**src/hdl/kvq_pkg.sv**
```systemverilog
// ----------------------------------------------------------------------------
// kvq_pkg: shared types for the key/value three-way quicksort
// Holds the control group that the sequencer drives into the range stack.
// ----------------------------------------------------------------------------
package kvq_pkg;

  typedef struct packed {
    logic push;
    logic pop;
  } kvq_stk_req_t;

endpackage

```
**src/hdl/kvq_range_stack.sv**
```systemverilog
// ----------------------------------------------------------------------------
// kvq_range_stack: stack of pending ranges
// One synchronous memory of begin/end pairs with a depth counter. A pop
// returns the top entry in the next cycle; a push beyond capacity is ignored.
// ----------------------------------------------------------------------------
module kvq_range_stack
  import kvq_pkg::*;
#(
  parameter int MAX_ITEMS = 64
) (
  input  logic                               clk,
  input  logic                               rst_n,
  input  kvq_stk_req_t                       req,
  input  logic [$clog2(MAX_ITEMS+1)-1:0]     push_lo,
  input  logic [$clog2(MAX_ITEMS+1)-1:0]     push_hi,
  output logic [$clog2(MAX_ITEMS+1)-1:0]     top_lo,
  output logic [$clog2(MAX_ITEMS+1)-1:0]     top_hi,
  output logic                               empty
);

  localparam int CW = $clog2(MAX_ITEMS + 1);
  localparam int AW = (MAX_ITEMS > 1) ? $clog2(MAX_ITEMS) : 1;

  logic [2*CW-1:0] stk_mem [MAX_ITEMS];
  logic [2*CW-1:0] rd_data_r;
  logic [CW-1:0]   depth_r;
  logic [CW-1:0]   depth_dec;

  assign depth_dec = depth_r - CW'(1);
  assign empty     = (depth_r == '0);
  assign top_lo    = rd_data_r[2*CW-1:CW];
  assign top_hi    = rd_data_r[CW-1:0];

  always_ff @(posedge clk) begin
    if (!rst_n) begin
      depth_r <= '0;
    end else if (req.pop && depth_r != '0) begin
      depth_r <= depth_dec;
    end else if (req.push && depth_r < CW'(MAX_ITEMS)) begin
      depth_r <= depth_r + CW'(1);
    end
  end

  always_ff @(posedge clk) begin
    if (req.push && !req.pop && depth_r < CW'(MAX_ITEMS)) begin
      stk_mem[depth_r[AW-1:0]] <= {push_lo, push_hi};
    end
    if (req.pop && depth_r != '0) begin
      rd_data_r <= stk_mem[depth_dec[AW-1:0]];
    end
  end

  as_depth_bound: assert property (@(posedge clk) disable iff (!rst_n)
    depth_r <= CW'(MAX_ITEMS))
    else $error("range stack depth exceeds capacity");

  as_pop_dec: assert property (@(posedge clk) disable iff (!rst_n)
    (req.pop && depth_r != '0) |=> (depth_r == $past(depth_dec)))
    else $error("pop did not lower the stack depth");

  as_push_inc: assert property (@(posedge clk) disable iff (!rst_n)
    (req.push && !req.pop && depth_r < CW'(MAX_ITEMS)) |=>
      (depth_r == $past(depth_r) + CW'(1)))
    else $error("push did not raise the stack depth");

endmodule

```
**config.mk**
```make
export PLATFORM = sky130hd
export DESIGN_NAME = kvq_range_stack
export DESIGN_NICKNAME = d
export VERILOG_FILES = /design/src/hdl/kvq_pkg.sv /design/src/hdl/kvq_range_stack.sv
export SDC_FILE = /design/constraint.sdc
export NUM_CORES = 1
export LEC_CHECK = 0
export BUFFER_PORTS_ARGS = -buffer_cell sky130_fd_sc_hd__buf_2
export CAP_MARGIN = 20
export CORE_ASPECT_RATIO = 0.5
export CORE_MARGIN = 2
export CORE_UTILIZATION = 30
export DETAILED_ROUTE_END_ITERATION = 12
export HOLD_SLACK_MARGIN = 0.06
export PLACE_DENSITY = 0.46
export SYNTH_ARGS = -nofsm -noshare
export SYNTH_HDL_FRONTEND = slang
export SYNTH_SLANG_ARGS = --single-unit
```
**constraint.sdc**
```tcl
create_clock -name clk -period 6.4 [get_ports clk]
set_input_delay 0 -clock clk [delete_from_list [all_inputs] [get_ports clk]]
set_output_delay 0 -clock clk [all_outputs]
set_load 0.02 [all_outputs]
```
---- Yosys cells after proc, flatten, opt, wreduce, memory -nomap -nowiden ----
Memories as Yosys holds them, arrays and structs flattened. A register that Yosys moved wholly into a read port is not among the register bits.
Index checks and enable logic that the tools add are counted.
operators by class
  div/mod/pow operators ................... 0
  multipliers ............................. 0
  bitwise logic cells ..................... 0
  order comparisons ....................... 1
  muxes and demuxes ....................... 4
  shift-type cells ........................ 0
  $add $sub $neg .......................... 2
  reductions and logical operators ........ 8
  equal/unequal tests ..................... 0
operators with widths
  operator               count
  $mux W7                2
  $add A7 B1 Y7 const B  1
  $logic_not A7 Y1       1
  $lt A7 B7 Y1 const B   1
  $reduce_bool A7 Y1     1
  $sub A7 B1 Y7 const B  1
  $logic_and A1 B1 Y1    4
  $mux W1                2
  $reduce_bool A2 Y1     1
  $logic_not A1 Y1       1
storage, ports and cells
  bits in writable memories ............... 896
  latch bits .............................. 0
  logic and storage cells ................. 17
  output and inout port bits .............. 15
  bits in registers ....................... 7
  input bits .............................. 18
  memories ................................ 1
  memory bits (read-only) ................. 0
memory list
  memory   depth  width  rd ports  clocked after memory_dff  wr ports  RTL line               source
  stk_mem  64     14     1         1                         1         kvq_range_stack.sv:24  logic [2*CW-1:0] stk_mem [MAX_ITEMS];

---- Logic depth before layout (Yosys ltp) ----
Gate-level depths: netlist of the first run.
  depth in word-level cells ............... 5
  gate-level depth with buffers ........... 13
  depth with buffers taken out ............ 7

---- Worst setup path after synthesis of the first run ----
No wires, ideal clock.
  path kind ............................... reg2reg
  start ................................... register depth_r[0]
  end ..................................... register rd_data_r[12] (read register of stk_mem), data pin
  slack ................................... 3.287 ns
  arrival time ............................ 2.833 ns
  clock period less this slack ............ 3.113 ns
  stages on the path, launching flop included .. 13
  data required time ...................... 6.121 ns
  buffers on the path ..................... 6
  cell sequence ........................... dfxtp_1 > buf_6 > buf_4 > buf_4 > inv_1 > ha_1 > buf_2 > buf_2 > clkbuf_1 > mux4_2 > a21boi_0 > o41ai_1 > o2111ai_1
between the ends
  word-level cells in the longest chain between the ends .. 2
  elaborated cells on any way between the ends .. 3
ends and longest elaborated chain
  what                                                                   RTL line               source
  start: declaration                                                     kvq_range_stack.sv:26  logic [CW-1:0] depth_r;
  start signal: assignment                                               kvq_range_stack.sv:38  depth_r <= depth_dec;
  start signal: assignment                                               kvq_range_stack.sv:40  depth_r <= depth_r + CW'(1);
  parallel branches: the longest is 2 deep, another holds $sub A7 B1 Y7  --
  end: declaration                                                       kvq_range_stack.sv:25  logic [2*CW-1:0] rd_data_r;
Several ways; the timed one is not identified.
A chain may end at the register's enable or synchronous reset.

---- Worst setup path in the final report of the first run ----
  start ................................... register depth_r[1]
  end ..................................... register rd_data_r[9] (read register of stk_mem), data pin
Same word-level chain as after synthesis.

==> key figures, run 1 <==
Status
  • Status: complete, no violations

Drt
  • Post-DRT Antenna Nets: 0
  • WL final: 100 mm
  • First-pass DRT Iterations: 5
  • Initial DRC count: 1707
  • Vias per cell: 5.01
  • Number of remaining DRC errors: 0
  • Routed vias: 17525
  • DR WL/cell: 28.6 µm

Critical path
  • CP Class: flip-flop to flip-flop
  • Required time worst endpoint: 6.78 ns
  • CP endpoint kind: flip-flop
  • CP max-delay cell: ha_4
  • CP Cell Sequence: inv_1 -> ha_4 -> buf_4 -> mux4_2 -> a21boi_0 -> o41ai_2 -> o2111ai_1
  • Max incr delay on CP: 0.93 ns
  • Data arrival time of the worst path: 4.69 ns
  • R2R depth: 7
  • Crit Path Max Fanout: 47
  • CP startpoint kind: flip-flop

Global route
  • First-pass GRT wire length: 141 mm
  • Largest net degree at the start of global routing: 109
  • Grt ovf: 0
  • Initial antenna violation count: 7
  • GRT Overall Usage: 16.3%
  • Vias in the first global route: 17629

STA
  • # setup viols final: 0
  • Final period util: 67.3%
  • Setup Total Neg Slack: 0 ns
  • Worst Max-Slew Pin Slew: 1.20 ns
  • Final worst setup slack: 2.09 ns
  • Post-layout min period: 4.31 ns
  • Fmax: 0.232 GHz
  • Final Hold Fails: 0
  • Unrepaired setup endpoints after global routing: no
  • Max Slew Vio Count: 0
  • Slew headroom: 20.0%
  • Max Clock Skew: 0.0250 ns

Clocking
  • # resized after CTS: 0
  • Reg clk slew, reported paths: 0.06 ns
  • CTS sink cnt: 917
  • Num CTS Buffers: 91
  • Htree depth: 3
  • # Post-CTS Setup Buffers: 0
  • Cts hold-fix bufs: 15
  • Clock buffer depth: 3
  • CTS root buffer: clkbuf_16
  • Clock latency on the worst-skew pair: 0.68 ns
  • CTS tree: yes

Power
  • Clock power share: 28.7%
  • Pwr Density: 438 mW/mm²
  • Sw frac: 33.9%
  • Static Leak: 12.7 nW
  • Switching pwr: 0.00618 W
  • Comb power frac: 32.8%
  • P_int: 0.0120 W
  • Register share of total power: 38.5%
  • Peak supply drop: 0.437 mV

Floorplanning
  • Initial Util: 30.3%
  • Cell row count: 89
  • Die Width: 493 µm
  • Die Y: 249 µm
  • I/O pins: 33
  • Die area: 0.123 mm²
  • Core Region: 0.118 mm²

Cells and area
  • Layout cells sized above 1: 27.9%
  • Fin nets: 1847
  • Layout filler cell count: 11022
  • Syn-to-layout area delta: 16.2%
  • Final instance area: 0.0417 mm²

Placed design
  • Area after DPL: 0.0387 mm²
  • RD Place Congestion: 0.761
  • Port bufs: 32
  • Dpl hpwl: 56.7 mm
  • Pre-CTS setup slack: 2.05 ns

Logic synthesis
  • FFs w/ async S/R, synth: 0%
  • Post-synth EDFFs: 910
  • Mux contribution to synthesized area: 14.1%
  • Adder-cell share of the synthesized area: 0.105%
  • Register area share after synthesis: 76.6%
  • Simple-gate portion of the synthesized area: 3.03%
  • Synth warn: 0
  • Mapped Cells: 1686
  • Largest family of logic cells by synthesized area: multiplexers
  • Post-synth net total: 1707
  • Post-synth top flop: edfxtp_1
  • Netlist cell types: 45
  • Synthesized flop and latch total: 917
  • Compound-gate portion of the synthesized area: 4.36%
  • Avg Cell Area, Syn: 21.3 µm²
  • Synthesized cell area: 0.0359 mm²
  • XOR/XNOR share of the synthesized area: 0.171%

Worst hold path
  • WHS Path Cells: 2
  • Min-delay worst type: primary input to flip-flop

Job
  • # Max-Cap Violations: 0
-- cell usage after synthesis (all sizes together) (2+ instances only) --
master / count / area (µm²)
edfxtp: 910 / 27300
mux4: 224 / 5040
a21boi: 99 / 743
nor2b: 88 / 551
nor2: 68 / 255
buf: 62 / 333
o41ai: 44 / 385
clkbuf: 38 / 143
inv: 33 / 124
a211oi: 14 / 105
o2111ai: 14 / 123
o22ai: 14 / 87.6
nand2: 9 / 33.8
nand3: 9 / 45.0
dfxtp: 7 / 140
o21ai: 6 / 30.0
a21oi: 4 / 27.5
or3: 4 / 35.0
xor2: 4 / 35.0
and2: 3 / 18.8
ha: 3 / 37.5
nand3b: 3 / 22.5
nor3: 3 / 15.0
xnor2: 3 / 26.3
a31oi: 2 / 25.0
and3b: 2 / 17.5
nor3b: 2 / 15.0
o21a: 2 / 15.0
or3b: 2 / 17.5
-- worst paths after layout --
check                  start        endpoint  slack [ns]
setup reg to reg  depth_r[1]    rd_data_r[9]        2.09
hold / removal    push_hi[6]  stk_mem[35][6]        0.08
setup / recovery  depth_r[1]    rd_data_r[9]        2.09
hold reg to reg   depth_r[6]      depth_r[6]        0.70
-- registers in the layout, summed over array words and instances, names as in the netlist --
register / flops
depth_r: 7
stk_mem: 896
rd_data_r: 14
-- final cells by class --
cell class                 count  area (µm²)  share of cell area [%]
clock inverter                47         388                   0.931
antenna                        1        2.50                 0.00601
multi-input combinational    636        8030                    19.3
tap                         1592        1990                    4.78
timing repair buffer         147        1180                    2.84
inverter                      33         124                   0.297
sequential                   917       27500                    65.9
clock buffer                 122        2480                    5.95
-- critical path, delay by kind of cell, from the launching register on --
family	cells	cell delay, ns
AO/OA/AOI/OAI	3	1.28
multiplexers	1	0.39
flip-flops	1	0.56
adder cells (fa/ha/maj)	1	0.93
buffers and inverters	2	0.80
-- layer usage --
layer	share of wire [%]	global-route usage (%)
met5	0	0
met4	1.5	3.18
met3	5.9	2.50
met2	46	24.5
met1	47	24.8
-- placed cells by master (no fill, tap or decap), drive strengths merged, types with 2 or more instances in the layout --
master	synthesis	routed
a21oi	4	4
xnor2	3	3
or3	4	4
a21boi	99	99
o21a	2	2
or3b	2	2
nor3b	2	2
buf	62	132
mux4	224	224
nand3b	3	3
clkinv	0	38
inv	33	35
o21ai	6	6
o2111ai	14	14
dlygate4sd3	0	15
nand2	9	9
clkinvlp	0	2
dfxtp	7	7
nand3	9	9
bufinv	0	5
a211oi	14	14
clkbuf	38	122
and2	3	3
a31oi	2	2
nor3	3	3
xor2	4	4
o41ai	44	44
o22ai	14	14
ha	3	3
edfxtp	910	910
nor2b	88	88
nor2	68	68
and3b	2	2
-- metrics by stage --
step | hold slack (ns) | cells | power [W] | util [%]
global route | 0.107 | 3494 | 0.0189 | 35.2
detailed placement | 0.344 | 3310 | 0.0132 | 32.7
global placement | 0.349 | 3304 | 0.0131 | 32.6
floorplan | 0.0989 | 1686 | 0.0104 | -
finish | 0.0848 | 3495 | 0.0182 | 35.2
CTS | 0.0737 | 3494 | 0.0185 | 35.2
-- power by group through the flow --
stage | Combinational, W | Sequential (W) | Clock (W)
global route | 0.00631 | 0.00703 | 0.00558
floorplan | 0.00339 | 0.00706 | 0
detailed placement | 0.00605 | 0.00715 | 0
CTS | 0.00609 | 0.00702 | 0.00536
global placement | 0.00595 | 0.00715 | 0
finish | 0.00599 | 0.00701 | 0.00523
-- cells by family after synthesis --
logic type / count (synthesis)
AOI/OAI and AO/OA: 201
xor gates and xnor gates: 7
adders and majority gates: 3
buffers and inverters: 133
DFF: 917
muxes: 225
and+or+nand+nor: 200
(Power assumes the default switching activity.)
==> run 2: changes to the inputs <==
- clock period: 6.4 -> 4.05 ns (I/O delays scaled with it)
==> key figures, run 2 (synthesis gave the netlist of run 1 again) <==
Drt
  • Routed vias: 17641 (+0.66%)
  • DR WL/cell: 27.8 µm (-3.0%)
  • Number of remaining DRC errors: 0 (unchanged)
  • Vias per cell: 4.98 (-0.59%)
  • Post-DRT Antenna Nets: 0 (unchanged)
  • First-pass DRT Iterations: 5 (unchanged)
  • Initial DRC count: 1765 (+3.4%)
  • WL final: 98.4 mm (-1.7%)

Floorplanning
  • I/O pins: 33 (unchanged)
  • Die area: 0.123 mm² (unchanged)
  • Initial Util: 30.3% (unchanged)
  • Core Region: 0.118 mm² (unchanged)
  • Die Y: 249 µm (unchanged)
  • Die Width: 493 µm (unchanged)
  • Cell row count: 89 (unchanged)

STA
  • Post-layout min period: 3.92 ns (-0.385 ns)
  • Final Hold Fails: 0 (unchanged)
  • Max Slew Vio Count: 0 (unchanged)
  • Unrepaired setup endpoints after global routing: no
  • Slew headroom: 21.3% (+1.3 points)
  • Setup Total Neg Slack: 0 ns (unchanged)
  • # setup viols final: 0 (unchanged)
  • Worst Max-Slew Pin Slew: 1.17 ns (-0.0272 ns)
  • Max Clock Skew: 0.0308 ns (+0.00578 ns)
  • Fmax: 0.255 GHz (+9.8%)
  • Final period util: 96.8% (+30 points)

Clocking
  • Htree depth: 3 (unchanged)
  • CTS sink cnt: 917 (unchanged)
  • Reg clk slew, reported paths: 0.06 ns (about the same)
  • CTS root buffer: clkbuf_16
  • Clock latency on the worst-skew pair: 0.67 ns (about the same)
  • Num CTS Buffers: 91 (unchanged)
  • CTS tree: yes
  • Clock buffer depth: 3 (unchanged)
  • # Post-CTS Setup Buffers: 0 (unchanged)

Critical path
  • Data arrival time of the worst path: 4.29 ns (-0.40 ns)
  • CP endpoint kind: flip-flop
  • Crit path buf inv count: 0 (-2)
  • Required time worst endpoint: 4.42 ns (-2.36 ns)
  • CP startpoint kind: flip-flop
  • CP Class: flip-flop to flip-flop
  • CP max-delay cell: a211oi_1
  • Crit Path Max Fanout: 22 (-53%)
  • Delay-heaviest family, CP: compound AO/OA/AOI/OAI gates
  • CP Cell Sequence: nor3_1 -> o21ai_4 -> nand2_1 -> a211oi_1 -> o2111ai_1
  • Max incr delay on CP: 1.08 ns (+0.15 ns)

Cells and area
  • Commonest cells after routing, fill and taps aside: 910 x edfxtp_1, 224 x mux4_2, 140 x buf_4, 99 x a21boi_0, 93 x clkbuf_16
  • Fin nets: 1899 (+2.8%)
  • Largest register FFs: 896 (unchanged)
  • Post-Layout Cell Count: 3539 (+1.3%)
  • Most common cell after layout, fill and taps aside: edfxtp_1
  • Layout cells sized above 1: 28.0% (+0.14 points)
  • Syn-to-layout area delta: 16.8%

Global route
  • Vias in the first global route: 18092 (+2.6%)
  • Grt ovf: 0 (unchanged)
  • GRT Overall Usage: 16.1% (-0.18 points)
  • First-pass GRT wire length: 141 mm (-0.42%)
  • Largest net degree at the start of global routing: 65 (-40%)
  • Initial antenna violation count: 4 (-3)

Placed design
  • Port bufs: 32 (unchanged)
  • RD Place Congestion: 0.776 (+2.1%)
  • Dpl hpwl: 61.3 mm (+8.1%)
  • Dpl cells: 3359 (+1.5%)

Job
  • # Max-Cap Violations: 0 (unchanged)

Power
  • Static Leak: 12.9 nW (+1.3%)
  • Pwr Density: 689 mW/mm² (+57%)
  • Peak supply drop: 0.590 mV (+35%)

Worst hold path
  • Min-delay worst type: primary input to flip-flop

Status
  • Status: complete, no violations
## run 2: power breakdown
part	total, W	internal, W	leakage, nW	switching (W)
sequential	0.0110	0.0108	8.25	0.000232
clock	0.00832	0.00474	1.39	0.00358
combinational	0.00951	0.00376	3.22	0.00575
## run 2: worst paths after layout
check	to	startpoint	cells after the start	slack (ns)
hold / removal	stk_mem[6][8]	push_lo[1]	2	0.12
setup / recovery	rd_data_r[6]	depth_r[3]	5	0.13
hold reg to reg	depth_r[6]	depth_r[6]	2	0.70
setup reg to reg	rd_data_r[6]	depth_r[3]	5	0.13
## run 2: per-layer routing
metal  track usage, %  up-vias  share of wire (%)  wire (µm)
met3             3.04      129                5.7       5580
li1                 -     7414                  -          -
met5                0        -              0.027         27
met4             4.28        4                2.2       2120
met2             24.2      462                 46      44800
met1             23.8     9632                 47      45900
## run 2: final cells by class
type,instances,area (µm²)
Clock buffer,114,2430
Fill cell,10987,76400
Antenna cell,1,2.50
Timing Repair Buffer,199,1570
Tap cell,1592,1990
Clock inverter,47,432
Sequential cell,917,27500
Multi-Input combinational cell,636,7880
Inverter,33,124
## run 2: worst register-to-register path, stage by stage (launching register included)
cell and delay, ns:
dfxtp_1 0.86, nor3_1 0.25, o21ai_4 0.67, nand2_1 0.60
a211oi_1 1.09, o2111ai_1 0.16
## run 2: stage by stage
| stage | setup WS [ns] | hold WS [ns] | power (W) | utilization, % | area [µm²] |
|---|---|---|---|---|---|
| CTS | 0.159 | 0.0916 | 0.0292 | 35.4 | 41900 |
| global route | 0.0101 | 0.130 | 0.0301 | 35.4 | 41900 |
| detailed placement | 0.183 | 0.318 | 0.0209 | 32.9 | 38900 |
| global placement | 0.0460 | 0.316 | 0.0209 | 32.8 | 38800 |
| floorplan | 0.937 | 0.0989 | 0.0165 | - | 35900 |
| finish | 0.128 | 0.119 | 0.0289 | 35.4 | 41900 |
## run 2: what timing repair did
action                                 4_1_cts  5_1_grt
resized for setup                            0        1
setup endpoints to repair                    0        1
hold buffers                                18        0
endpoints found under the hold margin      338        0
==> run 3: changes to the inputs <==
- HOLD_SLACK_MARGIN: 0.06 -> 0.12
- SLEW_MARGIN: default -> 40
- clock period: 4.05 -> 4.2 ns (I/O delays scaled with it)
==> key figures, run 3 (synthesis gave the netlist of run 1 again) <==
Clocking
  • Htree depth: 3 (unchanged)
  • CTS sink cnt: 917 (unchanged)
  • Num CTS Buffers: 90 (-1.1%)
  • Clock buffer depth: 3 (unchanged)
  • CTS root buffer: clkbuf_16
  • # Post-CTS Setup Buffers: 0 (unchanged)
  • CTS tree: yes
  • Clock latency on the worst-skew pair: 0.67 ns (about the same)
  • Reg clk slew, reported paths: 0.07 ns (about the same)

STA
  • Unrepaired setup endpoints after global routing: no
  • Final period util: 89.9% (-6.9 points)
  • Slew headroom: 39.6% (+18 points)
  • # setup viols final: 0 (unchanged)
  • Final Hold Fails: 0 (unchanged)
  • Fmax: 0.265 GHz (+3.9%)
  • Setup Total Neg Slack: 0 ns (unchanged)
  • Max Slew Vio Count: 0 (unchanged)
  • Worst Max-Slew Pin Slew: 0.895 ns (-0.278 ns)
  • Max Clock Skew: 0.0341 ns (+0.00336 ns)
  • Post-layout min period: 3.78 ns (-0.145 ns)

Critical path
  • Worst r2r src: depth_r[1]
  • CP startpoint kind: flip-flop
  • Data arrival time of the worst path: 4.17 ns (-0.12 ns)
  • CP Class: flip-flop to flip-flop
  • R2R depth: 9 (+4)
  • R2r endpoint: rd_data_r[6]
  • CP endpoint kind: flip-flop
  • CP startpoint: depth_r[1]
  • Crit Path Max Fanout: 25 (+14%)
  • Required time worst endpoint: 4.59 ns (+0.17 ns)
  • Register-to-register setup slack: 0.42 ns (+0.30 ns)

Status
  • Status: complete, no violations

Cells and area
  • Syn-to-layout area delta: 17.9%
  • Largest register FFs: 896 (unchanged)
  • Fin nets: 1913 (+0.74%)
  • Commonest cells after routing, fill and taps aside: 910 x edfxtp_1, 224 x mux4_2, 150 x buf_4, 99 x a21boi_0, 93 x clkbuf_16
  • Most common cell after layout, fill and taps aside: edfxtp_1
  • Final core occ: 35.8% (+0.33 points)
  • Layout cells sized above 1: 29.4% (+1.4 points)

Global route
  • Largest net degree at the start of global routing: 88 (+35%)
  • GRT Overall Usage: 15.9% (-0.16 points)
  • Grt ovf: 0 (unchanged)
  • Vias in the first global route: 17935 (-0.87%)
  • Initial antenna violation count: 6 (+2)
  • First-pass GRT wire length: 139 mm (-1.0%)

Placed design
  • Dpl hpwl: 59.8 mm (-2.5%)
  • Port bufs: 32 (unchanged)
  • RD Place Congestion: 0.780 (+0.41%)

Floorplanning
  • Die Y: 249 µm (unchanged)
  • I/O pins: 33 (unchanged)
  • Die area: 0.123 mm² (unchanged)
  • Core Region: 0.118 mm² (unchanged)
  • Die Width: 493 µm (unchanged)
  • Cell row count: 89 (unchanged)
  • Initial Util: 30.3% (unchanged)

Worst hold path
  • Min-delay worst type: primary input to flip-flop
  • Hold Path End: depth_r[0]
  • WHS Path Cells: 3 (+1)
  • Hold_sp: rst_n

Drt
  • First-pass DRT Iterations: 5 (unchanged)
  • Post-DRT Antenna Nets: 0 (unchanged)
  • Routed vias: 17738 (+0.55%)
  • Vias per cell: 4.98 (about the same)
  • Number of remaining DRC errors: 0 (unchanged)
  • Initial DRC count: 1522 (-14%)
  • WL final: 97.9 mm (-0.52%)
  • DR WL/cell: 27.5 µm (-1.1%)

Power
  • Peak supply drop: 0.560 mV (-5.0%)
  • Design Power: 0.0281 W (-2.8%)
  • Pwr Density: 664 mW/mm² (-3.7%)
  • Static Leak: 13.1 nW (+1.7%)

Job
  • # Max-Cap Violations: 0 (unchanged)
run 3: cell count changes in the layout (fill, tap and decap cells not counted), sizes merged:
cell         delta
clkbuf          +6
inv             -2
dlygate4sd3     +1
bufinv          +1
diode           +2
clkinv          -1
buf            +14
run 3: what timing repair did:
item,CTS,global route
hold endpoints to repair,544,0
hold buffers,19,0
resized for setup,0,0
run 3: layout make-up:
cell class,instances,area [µm²]
Antenna cell,3,7.51
Clock buffer,120,2510
Clock inverter,45,452
Fill cell,10968,76000
Inverter,33,124
Multi-Input combinational cell,636,7940
Sequential cell,917,27500
Tap cell,1592,1990
Timing Repair Buffer,214,1790
run 3: how the worst max path moves through the flow:
stage | depth (start not counted) | end | slack [ns]
after floorplan | 12 | rd_data_r[12] | 1.09
after detailed placement | 9 | rd_data_r[12] | 0.40
final | 9 | rd_data_r[6] | 0.42
after CTS | 9 | rd_data_r[12] | 0.39
after global routing | 7 | rd_data_r[4] | 0.35
after global placement | 7 | rd_data_r[3] | 0.28
run 3: per-stage QoR:
| step | instance area (µm²) | instances | hold WS, ns | setup WS [ns] |
|---|---|---|---|---|
| floorplan | 35900 | 1686 | 0.0989 | 1.09 |
| CTS | 42200 | 3554 | 0.198 | 0.394 |
| global route | 42300 | 3557 | 0.251 | 0.347 |
| detailed placement | 39000 | 3370 | 0.314 | 0.402 |
| global placement | 39000 | 3369 | 0.313 | 0.281 |
| finish | 42300 | 3560 | 0.242 | 0.423 |
run 3: worst max-delay path, cell delays in order (launching register included):
cell       delay, ns
dfxtp_1         0.59
inv_1           0.19
ha_4            0.51
buf_12          0.25
buf_4           0.30
mux4_2          0.34
a21boi_0        0.17
o41ai_1         0.73
buf_4           0.27
o2111ai_1       0.09
run 3: power breakdown:
group	leakage [nW]	switching, W	total, W	internal, W
sequential	8.25	0.000199	0.0106	0.0104
clock	1.45	0.00346	0.00820	0.00474
combinational	3.38	0.00551	0.00925	0.00374
total	13.1	0.00917	0.0281	0.0189
run 3: layer usage:
layer	global-route usage, %	routed length, µm	up-vias
met5	0	0	-
met3	2.30	4710	106
met4	4.37	2260	0
li1	-	-	7446
met2	24.0	44200	486
met1	24.0	46700	9700
